--- src/hdl/cmaf_pkg.sv ---
// Shared types for the centered moving average frame smoother.
package cmaf_pkg;

    typedef struct packed {
        logic frame_end;
        logic run_last;
    } t_res_flags;

    localparam int FLAGS_W = $bits(t_res_flags);

endpackage

--- src/hdl/cmaf_queue.sv ---
// Small register queue that carries averaging jobs from the front to the back.
module cmaf_queue #(
    parameter int WIDTH = 8,
    parameter int DEPTH = 4
) (
    input  logic             i_clk,
    input  logic             i_rst_n,
    input  logic             i_push,
    input  logic [WIDTH-1:0] i_data,
    output logic             o_full,
    input  logic             i_pop,
    output logic [WIDTH-1:0] o_data,
    output logic             o_empty
);

    localparam int PTR_W = (DEPTH > 1) ? $clog2(DEPTH) : 1;
    localparam int CNT_W = $clog2(DEPTH + 1);

    logic [WIDTH-1:0] r_mem [DEPTH];
    logic [PTR_W-1:0] r_wr;
    logic [PTR_W-1:0] r_rd;
    logic [CNT_W-1:0] r_cnt;
    logic             wr_en;
    logic             rd_en;

    assign o_full  = (r_cnt == CNT_W'(DEPTH));
    assign o_empty = (r_cnt == '0);
    assign wr_en   = i_push && !o_full;
    assign rd_en   = i_pop && !o_empty;
    assign o_data  = r_mem[r_rd];

    always_ff @(posedge i_clk) begin
        if (!i_rst_n) begin
            r_wr  <= '0;
            r_rd  <= '0;
            r_cnt <= '0;
        end else begin
            if (wr_en) begin
                r_wr <= (r_wr == PTR_W'(DEPTH - 1)) ? '0 : r_wr + 1'b1;
            end
            if (rd_en) begin
                r_rd <= (r_rd == PTR_W'(DEPTH - 1)) ? '0 : r_rd + 1'b1;
            end
            if (wr_en && !rd_en) begin
                r_cnt <= r_cnt + 1'b1;
            end else if (rd_en && !wr_en) begin
                r_cnt <= r_cnt - 1'b1;
            end
        end
    end

    always_ff @(posedge i_clk) begin
        if (wr_en) begin
            r_mem[r_wr] <= i_data;
        end
    end

endmodule

--- src/hdl/cmaf_front.sv ---
// Front part: keeps the bin window, running sum and position, and issues averaging jobs.
module cmaf_front import cmaf_pkg::*; #(
    parameter int HALF_WIDTH  = 5,
    parameter int SAMPLE_BITS = 16
) (
    input  logic                    i_clk,
    input  logic                    i_rst_n,
    input  logic                    i_push,
    output logic                    o_full,
    input  logic [SAMPLE_BITS-1:0]  i_bin_value,
    input  logic                    i_frame_last,
    output logic                    o_job_push,
    input  logic                    i_job_full,
    output logic signed [SAMPLE_BITS+$clog2(2*HALF_WIDTH+1)-1:0] o_job_sum,
    output logic [$clog2(2*HALF_WIDTH+2)-1:0] o_job_cnt,
    output t_res_flags              o_job_flags
);

    localparam int WIN_LEN = 2 * HALF_WIDTH + 1;
    localparam int CNT_W   = $clog2(WIN_LEN + 1);
    localparam int SUM_W   = SAMPLE_BITS + $clog2(WIN_LEN);
    localparam int IDX_W   = $clog2(WIN_LEN);
    localparam int LEFT_W  = $clog2(HALF_WIDTH + 1);

    logic signed [SAMPLE_BITS-1:0] r_win [WIN_LEN];
    logic signed [SUM_W-1:0]       r_sum;
    logic [CNT_W-1:0]              r_pos;
    logic                          r_flush;
    logic [LEFT_W-1:0]             r_left;

    logic                          accept;
    logic                          step;
    logic [CNT_W-1:0]              pos_n;
    logic signed [SAMPLE_BITS-1:0] x_in;
    logic signed [SAMPLE_BITS-1:0] drop;
    logic signed [SUM_W-1:0]       sum_n;
    logic [LEFT_W-1:0]             top;
    logic                          need_drop;
    logic [IDX_W-1:0]              f_idx;
    logic signed [SUM_W-1:0]       f_sum;
    logic [CNT_W-1:0]              f_k;
    logic                          last_step;

    assign o_full = r_flush || i_job_full;
    assign accept = i_push && !o_full;
    assign step   = r_flush && !i_job_full;
    assign x_in   = signed'(i_bin_value);

    always_comb begin
        pos_n = (r_pos < CNT_W'(WIN_LEN)) ? r_pos + 1'b1 : r_pos;
        drop  = (r_pos == CNT_W'(WIN_LEN)) ? r_win[WIN_LEN-1] : '0;
        sum_n = r_sum - SUM_W'(drop) + SUM_W'(x_in);
        top   = (pos_n < CNT_W'(HALF_WIDTH)) ? LEFT_W'(pos_n) : LEFT_W'(HALF_WIDTH);
    end

    always_comb begin
        need_drop = ((CNT_W+1)'(r_left) + (CNT_W+1)'(HALF_WIDTH)) < (CNT_W+1)'(r_pos);
        f_idx     = IDX_W'(r_pos - 1'b1);
        f_sum     = need_drop ? r_sum - SUM_W'(r_win[f_idx]) : r_sum;
        f_k       = need_drop ? r_pos - 1'b1 : r_pos;
        last_step = (r_left == LEFT_W'(1));
    end

    always_comb begin
        o_job_push  = 1'b0;
        o_job_sum   = sum_n;
        o_job_cnt   = pos_n;
        o_job_flags = '{frame_end: 1'b0, run_last: !i_frame_last};
        if (accept) begin
            o_job_push = (pos_n > CNT_W'(HALF_WIDTH));
        end else if (step) begin
            o_job_push  = 1'b1;
            o_job_sum   = f_sum;
            o_job_cnt   = f_k;
            o_job_flags = '{frame_end: last_step, run_last: last_step};
        end
    end

    always_ff @(posedge i_clk) begin
        if (!i_rst_n) begin
            r_sum   <= '0;
            r_pos   <= '0;
            r_flush <= 1'b0;
            r_left  <= '0;
        end else if (accept) begin
            r_sum <= sum_n;
            r_pos <= pos_n;
            if (i_frame_last) begin
                r_flush <= 1'b1;
                r_left  <= top;
            end
        end else if (step) begin
            r_left <= r_left - 1'b1;
            if (last_step) begin
                r_flush <= 1'b0;
                r_sum   <= '0;
                r_pos   <= '0;
            end else begin
                r_sum <= f_sum;
                r_pos <= f_k;
            end
        end
    end

    always_ff @(posedge i_clk) begin
        if (accept) begin
            r_win[0] <= x_in;
            for (int j = 1; j < WIN_LEN; j++) begin
                r_win[j] <= r_win[j-1];
            end
        end
    end

endmodule

--- src/hdl/cmaf_back.sv ---
// Back part: divides each job's sum by its bin count and holds the result beat.
module cmaf_back import cmaf_pkg::*; #(
    parameter int HALF_WIDTH  = 5,
    parameter int SAMPLE_BITS = 16
) (
    input  logic                    i_clk,
    input  logic                    i_rst_n,
    input  logic                    i_job_empty,
    output logic                    o_job_pop,
    input  logic signed [SAMPLE_BITS+$clog2(2*HALF_WIDTH+1)-1:0] i_job_sum,
    input  logic [$clog2(2*HALF_WIDTH+2)-1:0] i_job_cnt,
    input  t_res_flags              i_job_flags,
    output logic                    o_empty,
    input  logic                    i_pop,
    output logic [SAMPLE_BITS-1:0]  o_value,
    output t_res_flags              o_flags
);

    localparam int WIN_LEN = 2 * HALF_WIDTH + 1;
    localparam int CNT_W   = $clog2(WIN_LEN + 1);
    localparam int SUM_W   = SAMPLE_BITS + $clog2(WIN_LEN);
    localparam int STEP_W  = $clog2(SUM_W + 1);

    localparam logic [1:0] ST_IDLE = 2'd0;
    localparam logic [1:0] ST_DIV  = 2'd1;
    localparam logic [1:0] ST_HOLD = 2'd2;

    logic [1:0]              r_state;
    logic [STEP_W-1:0]       r_step;
    logic [SUM_W-1:0]        r_quo;
    logic [CNT_W-1:0]        r_rem;
    logic [CNT_W-1:0]        r_div;
    logic                    r_neg;
    t_res_flags              r_flg;
    logic                    r_ovalid;
    logic [SAMPLE_BITS-1:0]  r_oval;
    t_res_flags              r_oflg;

    logic [CNT_W:0]          trial;
    logic                    fits;
    logic [SUM_W-1:0]        res;
    logic                    out_free;

    assign o_job_pop = (r_state == ST_IDLE) && !i_job_empty;
    assign out_free  = !r_ovalid || i_pop;
    assign o_empty   = !r_ovalid;
    assign o_value   = r_oval;
    assign o_flags   = r_oflg;

    always_comb begin
        trial = {r_rem, r_quo[SUM_W-1]};
        fits  = trial >= {1'b0, r_div};
        res   = r_neg ? SUM_W'(-r_quo) : r_quo;
    end

    always_ff @(posedge i_clk) begin
        if (!i_rst_n) begin
            r_state  <= ST_IDLE;
            r_step   <= '0;
            r_ovalid <= 1'b0;
        end else begin
            if ((r_state == ST_HOLD) && out_free) begin
                r_ovalid <= 1'b1;
            end else if (i_pop && r_ovalid) begin
                r_ovalid <= 1'b0;
            end
            case (r_state)
                ST_IDLE: begin
                    if (!i_job_empty) begin
                        r_state <= ST_DIV;
                        r_step  <= STEP_W'(SUM_W);
                    end
                end
                ST_DIV: begin
                    r_step <= r_step - 1'b1;
                    if (r_step == STEP_W'(1)) begin
                        r_state <= ST_HOLD;
                    end
                end
                ST_HOLD: begin
                    if (out_free) begin
                        r_state <= ST_IDLE;
                    end
                end
                default: begin
                    r_state <= ST_IDLE;
                end
            endcase
        end
    end

    always_ff @(posedge i_clk) begin
        case (r_state)
            ST_IDLE: begin
                r_quo <= (i_job_sum < 0) ? SUM_W'(-i_job_sum) : SUM_W'(i_job_sum);
                r_neg <= (i_job_sum < 0);
                r_div <= i_job_cnt;
                r_rem <= '0;
                r_flg <= i_job_flags;
            end
            ST_DIV: begin
                r_rem <= fits ? CNT_W'(trial - {1'b0, r_div}) : CNT_W'(trial);
                r_quo <= {r_quo[SUM_W-2:0], fits};
            end
            ST_HOLD: begin
                if (out_free) begin
                    r_oval <= res[SAMPLE_BITS-1:0];
                    r_oflg <= r_flg;
                end
            end
            default: begin
                r_rem <= '0;
            end
        endcase
    end

endmodule

--- src/hdl/centered_moving_average_frame.sv ---
// Top level of the centered moving average frame smoother.
// The bit-serial divider takes the next job only once the last result has gone to the output
// register; bins are taken one per cycle while no flush is under way and the job queue has room.
// A frame's last bin stalls input while its min(frame length, HALF_WIDTH) flush jobs issue,
// and longer while the job queue is full.
// Reset (synchronous, active low) empties the queue and output and starts a new frame.
module centered_moving_average_frame import cmaf_pkg::*; #(
    parameter int HALF_WIDTH  = 5,
    parameter int SAMPLE_BITS = 16
) (
    input  logic                   i_clk,
    input  logic                   i_rst_n,
    input  logic                   push,
    output logic                   full,
    input  logic [SAMPLE_BITS-1:0] i_bin_value,
    input  logic                   i_frame_last,
    output logic                   empty,
    input  logic                   pop,
    output logic [SAMPLE_BITS-1:0] o_smoothed_value,
    output logic                   o_frame_end,
    output logic                   o_run_last
);

    localparam int WIN_LEN = 2 * HALF_WIDTH + 1;
    localparam int CNT_W   = $clog2(WIN_LEN + 1);
    localparam int SUM_W   = SAMPLE_BITS + $clog2(WIN_LEN);
    localparam int JOB_W   = SUM_W + CNT_W + FLAGS_W;
    localparam int Q_DEPTH = 4;

    logic                    job_push;
    logic                    job_full;
    logic signed [SUM_W-1:0] job_sum_in;
    logic [CNT_W-1:0]        job_cnt_in;
    t_res_flags              job_flags_in;
    logic [JOB_W-1:0]        job_wdata;
    logic [JOB_W-1:0]        job_rdata;
    logic                    job_pop;
    logic                    job_empty;
    t_res_flags              out_flags;

    assign job_wdata = {job_sum_in, job_cnt_in, job_flags_in};

    cmaf_front #(
        .HALF_WIDTH  (HALF_WIDTH),
        .SAMPLE_BITS (SAMPLE_BITS)
    ) u_front (
        .i_clk        (i_clk),
        .i_rst_n      (i_rst_n),
        .i_push       (push),
        .o_full       (full),
        .i_bin_value  (i_bin_value),
        .i_frame_last (i_frame_last),
        .o_job_push   (job_push),
        .i_job_full   (job_full),
        .o_job_sum    (job_sum_in),
        .o_job_cnt    (job_cnt_in),
        .o_job_flags  (job_flags_in)
    );

    cmaf_queue #(
        .WIDTH (JOB_W),
        .DEPTH (Q_DEPTH)
    ) u_queue (
        .i_clk   (i_clk),
        .i_rst_n (i_rst_n),
        .i_push  (job_push),
        .i_data  (job_wdata),
        .o_full  (job_full),
        .i_pop   (job_pop),
        .o_data  (job_rdata),
        .o_empty (job_empty)
    );

    cmaf_back #(
        .HALF_WIDTH  (HALF_WIDTH),
        .SAMPLE_BITS (SAMPLE_BITS)
    ) u_back (
        .i_clk       (i_clk),
        .i_rst_n     (i_rst_n),
        .i_job_empty (job_empty),
        .o_job_pop   (job_pop),
        .i_job_sum   (signed'(job_rdata[JOB_W-1 -: SUM_W])),
        .i_job_cnt   (job_rdata[FLAGS_W +: CNT_W]),
        .i_job_flags (t_res_flags'(job_rdata[FLAGS_W-1:0])),
        .o_empty     (empty),
        .i_pop       (pop),
        .o_value     (o_smoothed_value),
        .o_flags     (out_flags)
    );

    assign o_frame_end = out_flags.frame_end;
    assign o_run_last  = out_flags.run_last;

endmodule

--- config.mk ---
export PLATFORM = sky130hd
export DESIGN_NAME = centered_moving_average_frame
export DESIGN_NICKNAME = d
export VERILOG_FILES = /design/src/hdl/cmaf_pkg.sv /design/src/hdl/cmaf_queue.sv /design/src/hdl/cmaf_front.sv /design/src/hdl/cmaf_back.sv /design/src/hdl/centered_moving_average_frame.sv
export SDC_FILE = /design/constraint.sdc
export NUM_CORES = 1
export LEC_CHECK = 0
export BUFFER_PORTS_ARGS = -buffer_cell sky130_fd_sc_hd__buf_2
export CAP_MARGIN = 20
export CORE_MARGIN = 1.5
export CORE_UTILIZATION = 35
export DETAILED_ROUTE_END_ITERATION = 10
export GPL_ROUTABILITY_DRIVEN = 1
export SYNTH_ARGS = -nofsm -noshare
export SYNTH_HDL_FRONTEND = slang
export SYNTH_HIERARCHICAL = 1
export SYNTH_SLANG_ARGS = --single-unit
--- constraint.sdc ---
create_clock -name i_clk -period 12.8 [get_ports i_clk]
set_clock_uncertainty 0.05 [all_clocks]
set_input_delay 1.92 -clock i_clk [delete_from_list [all_inputs] [get_ports i_clk]]
set_output_delay 1.92 -clock i_clk [all_outputs]
set_load 0.05 [all_outputs]
==> flow_metrics.py <==
metrics = {
    "cts": {
        "cts_resized": 0,
        "cts_hold_buf": 0,
        "worstSkewPairLatency_ns": 0.55,
        "cts.path.max_buffers": 3,
        "htreeDepth": 2,
        "cts-root-buf": "clkbuf_16",
        "cts_sinks": 374,
        "cts_buffers": 40,
        "path_clk_slew_ns": 0.06,
        "cts_tree": "built",
        "post_cts_buffers": 0,
    },
    "floorplan": {
        "pin_count": 41,
        "rows": 84,
        "fp.dieW_um": 234,
        "die_h_um": 234,
        "die-area_sq_mm": 0.0546,
        "core_area_sq_mm": 0.0526,
        "initial_core_util_pct": 35.4,
    },
    "detailed_routing": {
        "wl_per_cell_um": 17.3,
        "drtPass1Iterations": 8,
        "drcViolationCount": 0,
        "drtIter0Drc": 772,
        "viasPerCell": 5.13,
        "wl_um": 37800,
        "vias": 11201,
        "drtAntennaViolNets": 0,
    },
    "timing": {
        "setup_violations": 0,
        "rsz0062_at_grt": "no",
        "hold_violations": 0,
        "setup-tns-final_ns": 0,
        "tightestPinTransition_ns": 1.03,
        "drv_slew": 0,
        "fin_crit_ns": 5.71,
        "finalCritPeriodShare_pct": 44.6,
        "fmaxAchievable_ghz": 0.175,
        "whs_ns": 0.373,
        "setup_ws_ns": 7.09,
        "slew_headroom_pct": 30.7,
    },
    "power": {
        "total_power_mw": 5.58,
        "peakVddDrop_mv": 0.121,
        "p_per_area_mw_per_mm2": 267,
        "leakage_nw": 7.54,
    },
    "logic_synthesis": {
        "synth_area_sq_mm": 0.0186,
        "async_flop_share_pct": 0,
        "synth-edff-count": 329,
        "synth_area_per_cell_sq_um": 13.0,
        "synthCells": 1430,
        "synth_ff_type": "edfxtp_1",
        "synth.distinct_cells": 91,
        "ys_seq_area_share_pct": 57.9,
        "synthTopCellsByArea": "edfxtp_1, mux4_2, dfxtp_1",
        "yosysWarnings": 6,
        "ys_ff_latch": 374,
        "synth_nets": 1535,
        "synth_top_area_cell": "edfxtp_1",
        "synth_top_area_share_pct": 53.1,
    },
    "placed_design": {
        "place_hpwl_um": 25000,
        "port_buffers": 40,
        "gp_congestion": 0.846,
        "dp_slack_ns": 7.09,
    },
    "global_route": {
        "grt_pass1_vias": 11242,
        "grt_pass1_wl_um": 60200,
        "grt_usage_pct": 14.0,
        "antenna_found_initial": 0,
        "grt_max_degree": 131,
        "grt_overflow": 0,
    },
    "critical_path": {
        "start_kind": "register",
        "crit_required_ns": 13.06,
        "worstSetupEndpointType": "register",
        "cp.arrival_ns": 5.97,
        "crit_type": "reg -> reg",
        "path_max_fanout": 54,
    },
    "hold_path": {
        "hold_class": "reg -> reg",
    },
    "run": {
        "drv_cap": 0,
    },
    "cells_and_area": {
        "drive_gt1_share_pct": 13.6,
        "finish.net_count": 1571,
        "syn2layout_area_growth_pct": 12.2,
        "final_common_cell": "edfxtp_1",
        "most-common-layout-cells": "edfxtp_1, inv_1, nand2_1, nor2_1, o21ai_0",
        "insertedDiodeCount": 0,
    },
    "run_status": {
        "outcome": "finished clean",
    },
}
[cell families (layout without fill, tap and decap cells)]
logic type               count (synthesis)  in the layout  share of synthesized area, %
buffers and inverters                  168            235                          3.73
adder cells (fa/ha/maj)                 84             84                          6.53
flip-flops                             374            374                          57.9
AO/OA/AOI/OAI                          299            299                          10.3
multiplexers                           101            101                          9.46
AND/OR/NAND/NOR                        331            331                          8.61
XOR/XNOR                                73             73                          3.47
[Yosys cell counts, types with 3 or more instances]
cell,count
nand3_1,19
nand2b_1,15
nand4_1,3
edfxtp_1,329
nor2b_1,13
a211o_1,4
o31ai_1,12
o41ai_1,8
ha_1,62
nand2_1,101
o22ai_1,3
a31oi_1,8
fa_1,22
inv_1,104
a21oi_1,87
a221oi_1,5
dfxtp_1,45
a21boi_0,6
mux4_2,52
o21a_1,11
and2_1,26
o211ai_1,6
clkbuf_1,45
mux4_1,6
or3_1,8
o22a_1,6
xnor2_1,39
buf_2,12
a21o_1,9
a211oi_1,7
xor2_1,33
mux2i_1,42
nor3b_1,3
o21ai_0,89
nor2_1,91
and3_1,5
nor3_1,24
o32ai_1,3
a22oi_1,5
[flip-flops by register name, indices dropped and copies added, names as in the netlist, 2 cells and up, named ones only]
register        flops
u_front/r_win     176
u_queue/r_mem     104
u_back/r_quo       20
u_front/r_sum      20
u_back/o_value     16
u_back/r_step       5
u_back/r_div        4
u_back/r_rem        4
u_front/r_pos       4
u_front/r_left      3
u_queue/r_cnt       3
u_back/o_flags      2
u_back/r_flg        2
u_back/r_state      2
u_queue/r_rd        2
u_queue/r_wr        2
[through the flow]
stage | std cells | util, % | area [sq um]
floorplan | 1430 | - | 18600
global placement | 2112 | 37.2 | 19500
detailed placement | 2112 | 37.2 | 19500
CTS | 2185 | 39.7 | 20900
global route | 2185 | 39.7 | 20900
finish | 2185 | 39.7 | 20900
[path summary, 6_finish.rpt]
kind	from	endpoint	slack (ns)	depth (start not counted)
setup / recovery	u_front/r_pos[0]	u_queue/r_mem[0][18]	7.09	18
hold / removal	u_back/r_flg[1]	u_back/o_flags[1]	0.37	0
setup reg to reg	u_front/r_pos[0]	u_queue/r_mem[0][18]	7.09	18
hold reg to reg	u_back/r_flg[1]	u_back/o_flags[1]	0.37	0
[routing by layer]
layer	up-vias	routed length, um	track usage (%)
li1	5396	-	-
met1	5488	17500	19.0
met2	251	17500	22.6
met3	66	1660	2.17
met4	0	1160	4.97
met5	-	0	0
[critical path, stage by stage, from the launching register on]
cell	delay, ns
dfxtp_4	0.63
inv_1	0.16
ha_2	0.63
buf_4	0.65
mux4_2	0.33
mux2i_1	0.08
a21oi_1	0.21
ha_1	0.19
inv_1	0.05
fa_1	0.42
a211oi_1	0.33
o21ai_0	0.22
a31oi_1	0.31
o21ai_0	0.20
a21o_1	0.21
a21oi_1	0.17
xnor2_1	0.14
a21oi_1	0.11
o21ai_0	0.34
[layout make-up]
cell class              instances  area (sq um)
flip-flops and latches        374         10800
fillers                      4948         31700
well taps                     688           861
repair buffers                 57           328
inverters                     105           402
clock buffers                  53          1130
clock inverters                20           213
multi-input cells             888          7160
[report_power, final]
group	switching [mW]	total, mW	internal [mW]
clock network	0.475	1.18	0.705
registers	0.179	1.99	1.81
logic	1.44	2.41	0.966
No activity file was read; power rests on OpenSTA's default activity.
